`src/rtl/gpio_pkg.sv`:
```
package gpio_pkg;

  localparam int PIN_COUNT = 16;
  localparam logic [15:0] PIN_MASK = 16'((33'd1 << PIN_COUNT) - 33'd1);
  localparam logic [31:0] CFG_RESET = 32'h4444_4444;
  localparam logic [3:0] CFG_NIBBLE_RESET = 4'h4;
  localparam int KEY_BIT = 16;

  typedef enum logic {
    OP_READ  = 1'b0,
    OP_WRITE = 1'b1
  } op_t;

  typedef enum logic [2:0] {
    REG_CFG_LOW   = 3'd0,
    REG_CFG_HIGH  = 3'd1,
    REG_INPUT     = 3'd2,
    REG_OUTPUT    = 3'd3,
    REG_SET_RESET = 3'd4,
    REG_RESET     = 3'd5,
    REG_LOCK      = 3'd6
  } reg_sel_t;

  typedef enum logic [1:0] {
    KEY_IDLE  = 2'd0,
    KEY_ONE   = 2'd1,
    KEY_ZERO  = 2'd2,
    KEY_ARMED = 2'd3
  } key_stage_t;

  typedef struct packed {
    op_t         op;
    reg_sel_t    reg_sel;
    logic [31:0] wr_data;
    logic [15:0] pin_levels;
  } req_t;

  typedef struct packed {
    logic [31:0] rd_data;
    logic [15:0] pins_out;
  } rsp_t;

endpackage

```
`src/rtl/gpio_port_with_config_lock.sv`:
```
// 16-pin GPIO port register block. Each request is one read or write of a
// register (config low/high, input data, output data, set/reset, reset, lock)
// and yields exactly one response carrying the read data (zero for writes)
// and the output data driving the pads after the access. A request is taken
// every cycle: register update and response are formed combinationally
// and held in a single response register, valid in the next cycle. The port
// stalls only while that register holds a response not yet taken. The
// lock sequence is write key 1, write key 0, write key 1 with the same lock
// bits, then a read of the lock register; that read still shows key 0 and
// activates the lock until reset, freezing the config nibbles of locked pins
// and the lock register.
module gpio_port_with_config_lock (
  input  logic           clk,
  input  logic           rst,
  input  logic           req_valid,
  output logic           req_ready,
  input  gpio_pkg::req_t req,
  output logic           rsp_valid,
  input  logic           rsp_ready,
  output gpio_pkg::rsp_t rsp
);

  logic [31:0]          cfg_low;
  logic [31:0]          cfg_high;
  logic [15:0]          out_data;
  logic [15:0]          lock_bits;
  logic                 lock_active;
  gpio_pkg::key_stage_t key_stage;

  logic [31:0]          cfg_low_next;
  logic [31:0]          cfg_high_next;
  logic [15:0]          out_data_next;
  logic [15:0]          lock_bits_next;
  logic                 lock_active_next;
  gpio_pkg::key_stage_t key_stage_next;
  logic [31:0]          rd_data;

  logic                 accept;
  logic                 is_write;
  logic                 is_read;
  logic [15:0]          lock_wr_bits;
  logic                 lock_key;
  logic                 lock_same;
  logic [31:0]          cfg_low_merged;
  logic [31:0]          cfg_high_merged;

  assign req_ready = !rsp_valid || rsp_ready;
  assign accept    = req_valid && req_ready;
  assign is_write  = req.op == gpio_pkg::OP_WRITE;
  assign is_read   = req.op == gpio_pkg::OP_READ;

  assign lock_wr_bits = req.wr_data[15:0] & gpio_pkg::PIN_MASK;
  assign lock_key     = req.wr_data[gpio_pkg::KEY_BIT];
  assign lock_same    = lock_wr_bits == lock_bits;

  always_comb begin
    for (int i = 0; i < 8; i++) begin
      if (i >= gpio_pkg::PIN_COUNT) begin
        cfg_low_merged[4*i +: 4] = gpio_pkg::CFG_NIBBLE_RESET;
      end else if (lock_active && lock_bits[i]) begin
        cfg_low_merged[4*i +: 4] = cfg_low[4*i +: 4];
      end else begin
        cfg_low_merged[4*i +: 4] = req.wr_data[4*i +: 4];
      end
      if (i + 8 >= gpio_pkg::PIN_COUNT) begin
        cfg_high_merged[4*i +: 4] = gpio_pkg::CFG_NIBBLE_RESET;
      end else if (lock_active && lock_bits[i+8]) begin
        cfg_high_merged[4*i +: 4] = cfg_high[4*i +: 4];
      end else begin
        cfg_high_merged[4*i +: 4] = req.wr_data[4*i +: 4];
      end
    end
  end

  // register updates and key sequence
  always_comb begin
    cfg_low_next     = cfg_low;
    cfg_high_next    = cfg_high;
    out_data_next    = out_data;
    lock_bits_next   = lock_bits;
    lock_active_next = lock_active;
    key_stage_next   = key_stage;
    if (is_write) begin
      unique case (req.reg_sel)
        gpio_pkg::REG_CFG_LOW:  cfg_low_next  = cfg_low_merged;
        gpio_pkg::REG_CFG_HIGH: cfg_high_next = cfg_high_merged;
        gpio_pkg::REG_OUTPUT:   out_data_next = req.wr_data[15:0] & gpio_pkg::PIN_MASK;
        gpio_pkg::REG_SET_RESET: begin
          out_data_next = ((out_data & ~req.wr_data[31:16]) | req.wr_data[15:0])
                          & gpio_pkg::PIN_MASK;
        end
        gpio_pkg::REG_RESET: begin
          out_data_next = out_data & ~req.wr_data[15:0] & gpio_pkg::PIN_MASK;
        end
        gpio_pkg::REG_LOCK: begin
          if (!lock_active) begin
            lock_bits_next = lock_wr_bits;
            if (key_stage == gpio_pkg::KEY_ONE && !lock_key && lock_same) begin
              key_stage_next = gpio_pkg::KEY_ZERO;
            end else if (key_stage == gpio_pkg::KEY_ZERO && lock_key && lock_same) begin
              key_stage_next = gpio_pkg::KEY_ARMED;
            end else if (lock_key) begin
              key_stage_next = gpio_pkg::KEY_ONE;
            end else begin
              key_stage_next = gpio_pkg::KEY_IDLE;
            end
          end
        end
        default: begin
        end
      endcase
    end else if (req.reg_sel == gpio_pkg::REG_LOCK && !lock_active) begin
      if (key_stage == gpio_pkg::KEY_ARMED) begin
        lock_active_next = 1'b1;
      end
      key_stage_next = gpio_pkg::KEY_IDLE;
    end
  end

  // read data
  always_comb begin
    rd_data = '0;
    if (is_read) begin
      unique case (req.reg_sel)
        gpio_pkg::REG_CFG_LOW:  rd_data = cfg_low;
        gpio_pkg::REG_CFG_HIGH: rd_data = cfg_high;
        gpio_pkg::REG_INPUT:    rd_data = {16'd0, req.pin_levels & gpio_pkg::PIN_MASK};
        gpio_pkg::REG_OUTPUT:   rd_data = {16'd0, out_data};
        gpio_pkg::REG_LOCK:     rd_data = {15'd0, lock_active, lock_bits};
        default:                rd_data = '0;
      endcase
    end
  end

  always_ff @(posedge clk) begin
    if (rst) begin
      cfg_low     <= gpio_pkg::CFG_RESET;
      cfg_high    <= gpio_pkg::CFG_RESET;
      out_data    <= '0;
      lock_bits   <= '0;
      lock_active <= 1'b0;
      key_stage   <= gpio_pkg::KEY_IDLE;
    end else if (accept) begin
      cfg_low     <= cfg_low_next;
      cfg_high    <= cfg_high_next;
      out_data    <= out_data_next;
      lock_bits   <= lock_bits_next;
      lock_active <= lock_active_next;
      key_stage   <= key_stage_next;
    end
  end

  always_ff @(posedge clk) begin
    if (rst) begin
      rsp_valid <= 1'b0;
    end else if (accept) begin
      rsp_valid <= 1'b1;
    end else if (rsp_ready) begin
      rsp_valid <= 1'b0;
    end
  end

  always_ff @(posedge clk) begin
    if (accept) begin
      rsp.rd_data  <= rd_data;
      rsp.pins_out <= out_data_next;
    end
  end

  a_accept_gives_rsp: assert property (@(posedge clk) disable iff (rst)
    accept |=> rsp_valid)
    else $error("accepted transfer produced no response");

  a_lock_sticky: assert property (@(posedge clk) disable iff (rst)
    lock_active |=> lock_active && $stable(lock_bits))
    else $error("active lock changed before reset");

  a_pins_match: assert property (@(posedge clk) disable iff (rst)
    rsp_valid |-> rsp.pins_out == out_data)
    else $error("response pins differ from output data register");

  a_lock_from_read: assert property (@(posedge clk) disable iff (rst)
    $rose(lock_active) |-> $past(accept && is_read && req.reg_sel == gpio_pkg::REG_LOCK))
    else $error("lock activated without a lock read");

endmodule
```
`config.mk`:
```
export PLATFORM = sky130hd
export DESIGN_NAME = gpio_port_with_config_lock
export DESIGN_NICKNAME = d
export VERILOG_FILES = /design/src/rtl/gpio_pkg.sv /design/src/rtl/gpio_port_with_config_lock.sv
export SDC_FILE = /design/constraint.sdc
export NUM_CORES = 1
export LEC_CHECK = 0
export BUFFER_PORTS_ARGS = -buffer_cell sky130_fd_sc_hd__buf_2
export CAP_MARGIN = 10
export CORE_MARGIN = 4
export CORE_UTILIZATION = 43
export CTS_BUF_LIST = sky130_fd_sc_hd__clkbuf_8 sky130_fd_sc_hd__clkbuf_16
export CTS_CLUSTER_DIAMETER = 30
export DETAILED_ROUTE_END_ITERATION = 12
export PLACE_DENSITY = 0.64
export SLEW_MARGIN = 30
export SYNTH_ARGS = -nofsm -noshare
export SYNTH_HDL_FRONTEND = slang
export SYNTH_SLANG_ARGS = --single-unit
```
`constraint.sdc`:
```
create_clock -name clk -period 8 [get_ports clk]
set_clock_uncertainty 0.05 [all_clocks]
set_input_delay 1.6 -clock clk [delete_from_list [all_inputs] [get_ports clk]]
set_output_delay 1.6 -clock clk [all_outputs]
set_load 0.01 [all_outputs]
```
After elaboration in Yosys (flattened, before gate mapping)
Index checks and enable logic that the tools add are counted.

Input bits: 56. Logic and storage cells: 118. Output and inout port bits: 50. Bits in registers: 148.

Bitwise logic cells: 23. Reductions and logical operators: 48. Eq/ne operators: 12. Muxes and demuxes: 12.

Operator list (count): $pmux W32 S5 (1); $reduce_and A4 Y1 (19); $pmux W16 S3 (1); $and A16 B16 Y16 (2); $not A16 Y16 (2); $logic_and A1 B1 Y1 (22); $not A1 Y1 (18); $eq A16 B16 Y1 (1); $mux W16 (1); $or A16 B16 Y16 (1); $mux W2 (6); $eq A3 B3 Y1 const B (3); $eq A3 B2 Y1 const B (2); $eq A2 B2 Y1 const B (2); $reduce_bool A2 Y1 (2); $eq A3 B1 Y1 const B (1); $logic_not A1 Y1 (3); $logic_not A3 Y1 (1); $mux W1 (3); $eq A2 B1 Y1 const B (1); $ne A2 B1 Y1 const B (1); $ne A2 B2 Y1 const B (1); $logic_or A1 B1 Y1 (1).

Logic depth before layout (Yosys ltp)
Depth after elaboration: 8. Gate-level depth with buffers: 7. Gate-level depth less buffers: 5.

Least setup slack after synthesis
OpenSTA, ideal clock, no wires.

Kind: input-to-reg. From: in rsp_ready. To: reg out_data[10]. Cell stages on the path: 5. Arrival time: 4.161 ns. Buffers on the path: 1. Library setup time: 0.115 ns. Slack: 3.674 ns. Data required time: 7.835 ns. Cell sequence: and2b_1 > nor2_1 > clkbuf_1 > a31oi_1 > o21ba_1.

Longest elaborated chain between the ends: 2.

Ends and longest elaborated chain: from (decl) (line gpio_port_with_config_lock.sv:19) `input logic rsp_ready,`; $logic_or A1 B1 Y1 (line gpio_port_with_config_lock.sv:47) `assign req_ready = !rsp_valid || rsp_ready;`; $logic_and A1 B1 Y1 (line gpio_port_with_config_lock.sv:48) `assign accept = req_valid && req_ready;`; via accept (line gpio_port_with_config_lock.sv:38) `logic accept;`; to (signal assigned) (line gpio_port_with_config_lock.sv:146) `out_data <= out_data_next;`; to (decl) (line gpio_port_with_config_lock.sv:25) `logic [15:0] out_data;`.

The timed path passes the listed nets, and every way through them passes these cells. A chain may end at the register's enable or synchronous reset.

Final worst setup path
From: in rsp_ready. To: out req_ready.

Longest elaborated chain between the ends: 1.

Ends and longest elaborated chain: $logic_or A1 B1 Y1 (line gpio_port_with_config_lock.sv:47); to (decl) (line gpio_port_with_config_lock.sv:16) `output logic req_ready,`.

No other way between the ends.

==> metrics.md <==
| Metric | Value |
|---|---|
| Status | finished, final reports clean |
| H-tree levels | 4 |
| Worst path required time | 6.35 ns |
| Detailed placement HPWL | about 13,000 µm |
| R2R cell count | 5 |
| Initial core utilization | 0.4426 |
| Grt total ovfl | 0 |
| Max Fclk | between 200 and 250 MHz |
| Die span in x | about 140 µm |
| Die H | ~140 µm |
| Critical Path Start | rsp_ready |
| Max Cap Viol | 0 |
| First-pass GRT wire length | 30,480 µm |
| Pwr Density | between 200 and 250 nW/µm² |
| CP max FO | 18 |
| Pre-CTS setup slack | between 3 and 4 ns |
| Die ar. | between 15,000 and 20,000 µm² |
| TritonCTS buffer count | 17 |
| Measured slew at the worst slew-check pin | roughly 0.94 ns |
| Flops & latches, synth | ~150 |
| Vias per cell | 5.597 |
| Sequential area share after synthesis | 0.4862 |
| Reg-to-reg startpoint | rsp_valid |
| GPL Wtd Cong | approximately 0.8 |
| VDD IR max | 0.1441 mV |
| Final wirelength | 19,400 µm |
| DRC errors left | 0 |
| Fin nets | 837 |
| Post-Syn Nets | about 750 |
| Clock latency on the worst-skew pair | roughly 0.42 ns |
| Vias after detailed routing | roughly 5,700 |
| Ys flop type | dfxtp_1 |
| CTS Sinks | 148 |
| Tmin final | between 4 and 5 ns |
| Final Cell Area | 8366 µm² |
| Clock Power Share | 0.463 |
| # diodes | 0 |
| Post-CTS Setup Repair Bufs | 0 |
| Final WS setup | 3.366 ns |
| CTS tree | done |
| Gr usage total | 0.2135 |
| Wire per inst | around 19 µm |
| Fillers | about 1,500 |
| Share of cells above drive strength 1 | 0.1977 |
| Reg-to-Reg End | cfg_low[6] |
| Slew HR | 0.3737 |
| Finish-stage setup viols | 0 |
| Crit path launch type | input port |
| R2r setup slk | 5.74 ns |
| Ys Warns | 0 |
| HP Class | reg -> reg |
| Count of different cell masters after synthesis | just over 40 |
| P_leak | around 3.9 nW |
| Psw | between 0.4 and 0.5 mW |
| Cell Area, Synth | approximately 7000 µm² |
| Port-buffer cells | about 110 |
| Initial antenna violation count | 0 |
| Power share of the sequential group | 0.446 |
| Largest net degree at the start of global routing | slightly above 100 |
| Antenna Nets Post-Route | 0 |
| 1st-iter DRT viols | between 400 and 500 |
| Setup TNS | 0 ns |
| Arrival time of the worst setup path | slightly below 3 ns |
| Switching share of power | 0.2392 |
| FFs w/ async S/R, synth | 0 |
| Root Buffer | clkbuf_16 |
| Comb pwr share | 0.091 |
| EDFF count, synth | 48 |
| P_int | roughly 1.4 mW |
| Core area | between 15,000 and 20,000 µm² |
| First-pass DRT Iterations | 5 |
| Placed Area | roughly 7700 µm² |
| Max clock buf depth | 2 |
| # resized after CTS | 0 |
| Final Hold Fails | 0 |
| Io pins | about 110 |
| Average size of a mapped cell | 10.16 µm² |
| Critical setup path kind | in -> out |
| Unrepaired setup endpoints after global routing | no |
| CTS clk-pin slew, worst paths | roughly 0.060 ns |
| Vias in the first global route | roughly 5,600 |
| Final period utilization | 0.5792 |
| CTS hold repair buffers | 0 |
| Setup crit end kind | primary output |
| Slew Viols, Final | 0 |
| Area growth syn-to-layout | 18.13% |
| # rows | 46 |
| CP endpoint | req_ready |
| Mapped Cells | about 700 |
synth_stat cells, types with 2 or more instances:
cell type  instances  area share
a211o_1           16       0.020
a21o_1            16       0.017
a21oi_1           19       0.013
a22o_1            16       0.020
a2bb2oi_1         32       0.040
a31oi_1           17       0.015
and2_1            17       0.015
buf_2             12      0.0085
buf_6              2      0.0032
clkbuf_1          33       0.017
dfxtp_1          100        0.28
edfxtp_1          48        0.20
inv_1             27       0.014
mux2i_1          112        0.16
nand2_1           18      0.0095
nand2b_1           2      0.0018
nand3b_1           2      0.0021
nand4_1           17       0.015
nor2_1           116       0.061
nor2b_1            3      0.0027
nor3_1             2      0.0014
nor4_1             5      0.0044
o21ai_0           17       0.012
o21ba_1           10       0.014
o21ba_2            6      0.0085
or3_1              2      0.0018
xor2_1            16       0.020
cell usage in the layout (no fill, tap or decap), types with 16 or more instances in the layout:
master / count
and2_1: 17
o21ai_0: 17
clkbuf_16: 17
a21o_1: 16
a2bb2oi_1: 32
inv_1: 27
nor2_1: 115
a22o_1: 16
edfxtp_1: 48
a21oi_1: 19
mux2i_1: 112
xor2_1: 16
dfxtp_1: 100
a211o_1: 16
nand4_1: 17
buf_2: 105
nand2_1: 18
a31oi_1: 17
registers in the layout, indices dropped and copies added (netlist names):
signal and cells:
lock_bits 16, key_stage 2, cfg_high 32, rsp_valid 1, rsp 48, cfg_low 32
out_data 16, lock_active 1
per-stage QoR:
stage | hold WS (ns) | std cells | utilization | total power [mW]
2_1_floorplan | 0.3847 | 697 | - | 0.9192
3_3_place_gp | 0.3927 | 977 | 0.4836 | 0.9819
3_5_place_dp | 0.3983 | 977 | 0.4837 | 0.9851
4_1_cts | 0.4127 | 1009 | 0.5221 | 1.814
5_1_grt | 0.4314 | 1010 | 0.5228 | 1.860
6_report | 0.4101 | 1010 | 0.5228 | 1.807
per-layer routing:
layer	share of wire	track usage	wire length, µm	up-vias
li1	-	-	-	2670
met1	0.45	0.2836	8656	2737
met2	0.47	0.3390	9115	212
met3	0.062	0.04885	1208	34
met4	0.022	0.08231	418	0
met5	0	0	0	-
kinds of logic (layout without fill, tap and decap cells):
family,Yosys count,count (layout),synth area share
flip-flops,148,148,0.4862
XOR/XNOR,16,16,0.01979
AO/OA/AOI/OAI,153,153,0.1659
multiplexers,112,112,0.1583
buffers and inverters,77,174,0.04558
AND/OR/NAND/NOR,191,191,0.1242
layout make-up:
type / count / area, µm² / area share
flip-flops and latches: 148 / 3443 / 0.4116
multi-input cells: 472 / 3336 / 0.3987
repair buffers: 114 / 596.8 / 0.07134
clock buffers: 17 / 425.4 / 0.05085
well taps: 216 / 270.3 / 0.03231
clock inverters: 15 / 188.9 / 0.02258
inverters: 28 / 105.1 / 0.01256
power groups by stage:
stage                     Sequential (mW)  Combinational, mW  Clock [mW]
after detailed placement            0.822              0.164           0
after global placement              0.821              0.161           0
final                               0.805              0.165       0.836
after global routing                0.807              0.178       0.874
after CTS                           0.806              0.164       0.844
after floorplan                     0.829             0.0901           0
worst min path at each step:
stage,startpoint,to,slack (ns),cells past startpoint
after floorplan,cfg_low[10],cfg_low[10],0.38,1
after global placement,cfg_low[14],cfg_low[14],0.39,1
after detailed placement,cfg_low[30],cfg_low[30],0.40,1
after CTS,cfg_low[30],cfg_low[30],0.41,1
after global routing,cfg_low[30],cfg_low[30],0.43,1
final,cfg_low[30],cfg_low[30],0.41,1
worst max-delay path, cell delays in order:
cell	delay, ns
buf_2	0.09
and2b_1	0.38
clkinv_1	0.57
buf_2	0.34
(Power assumes the default switching activity.)
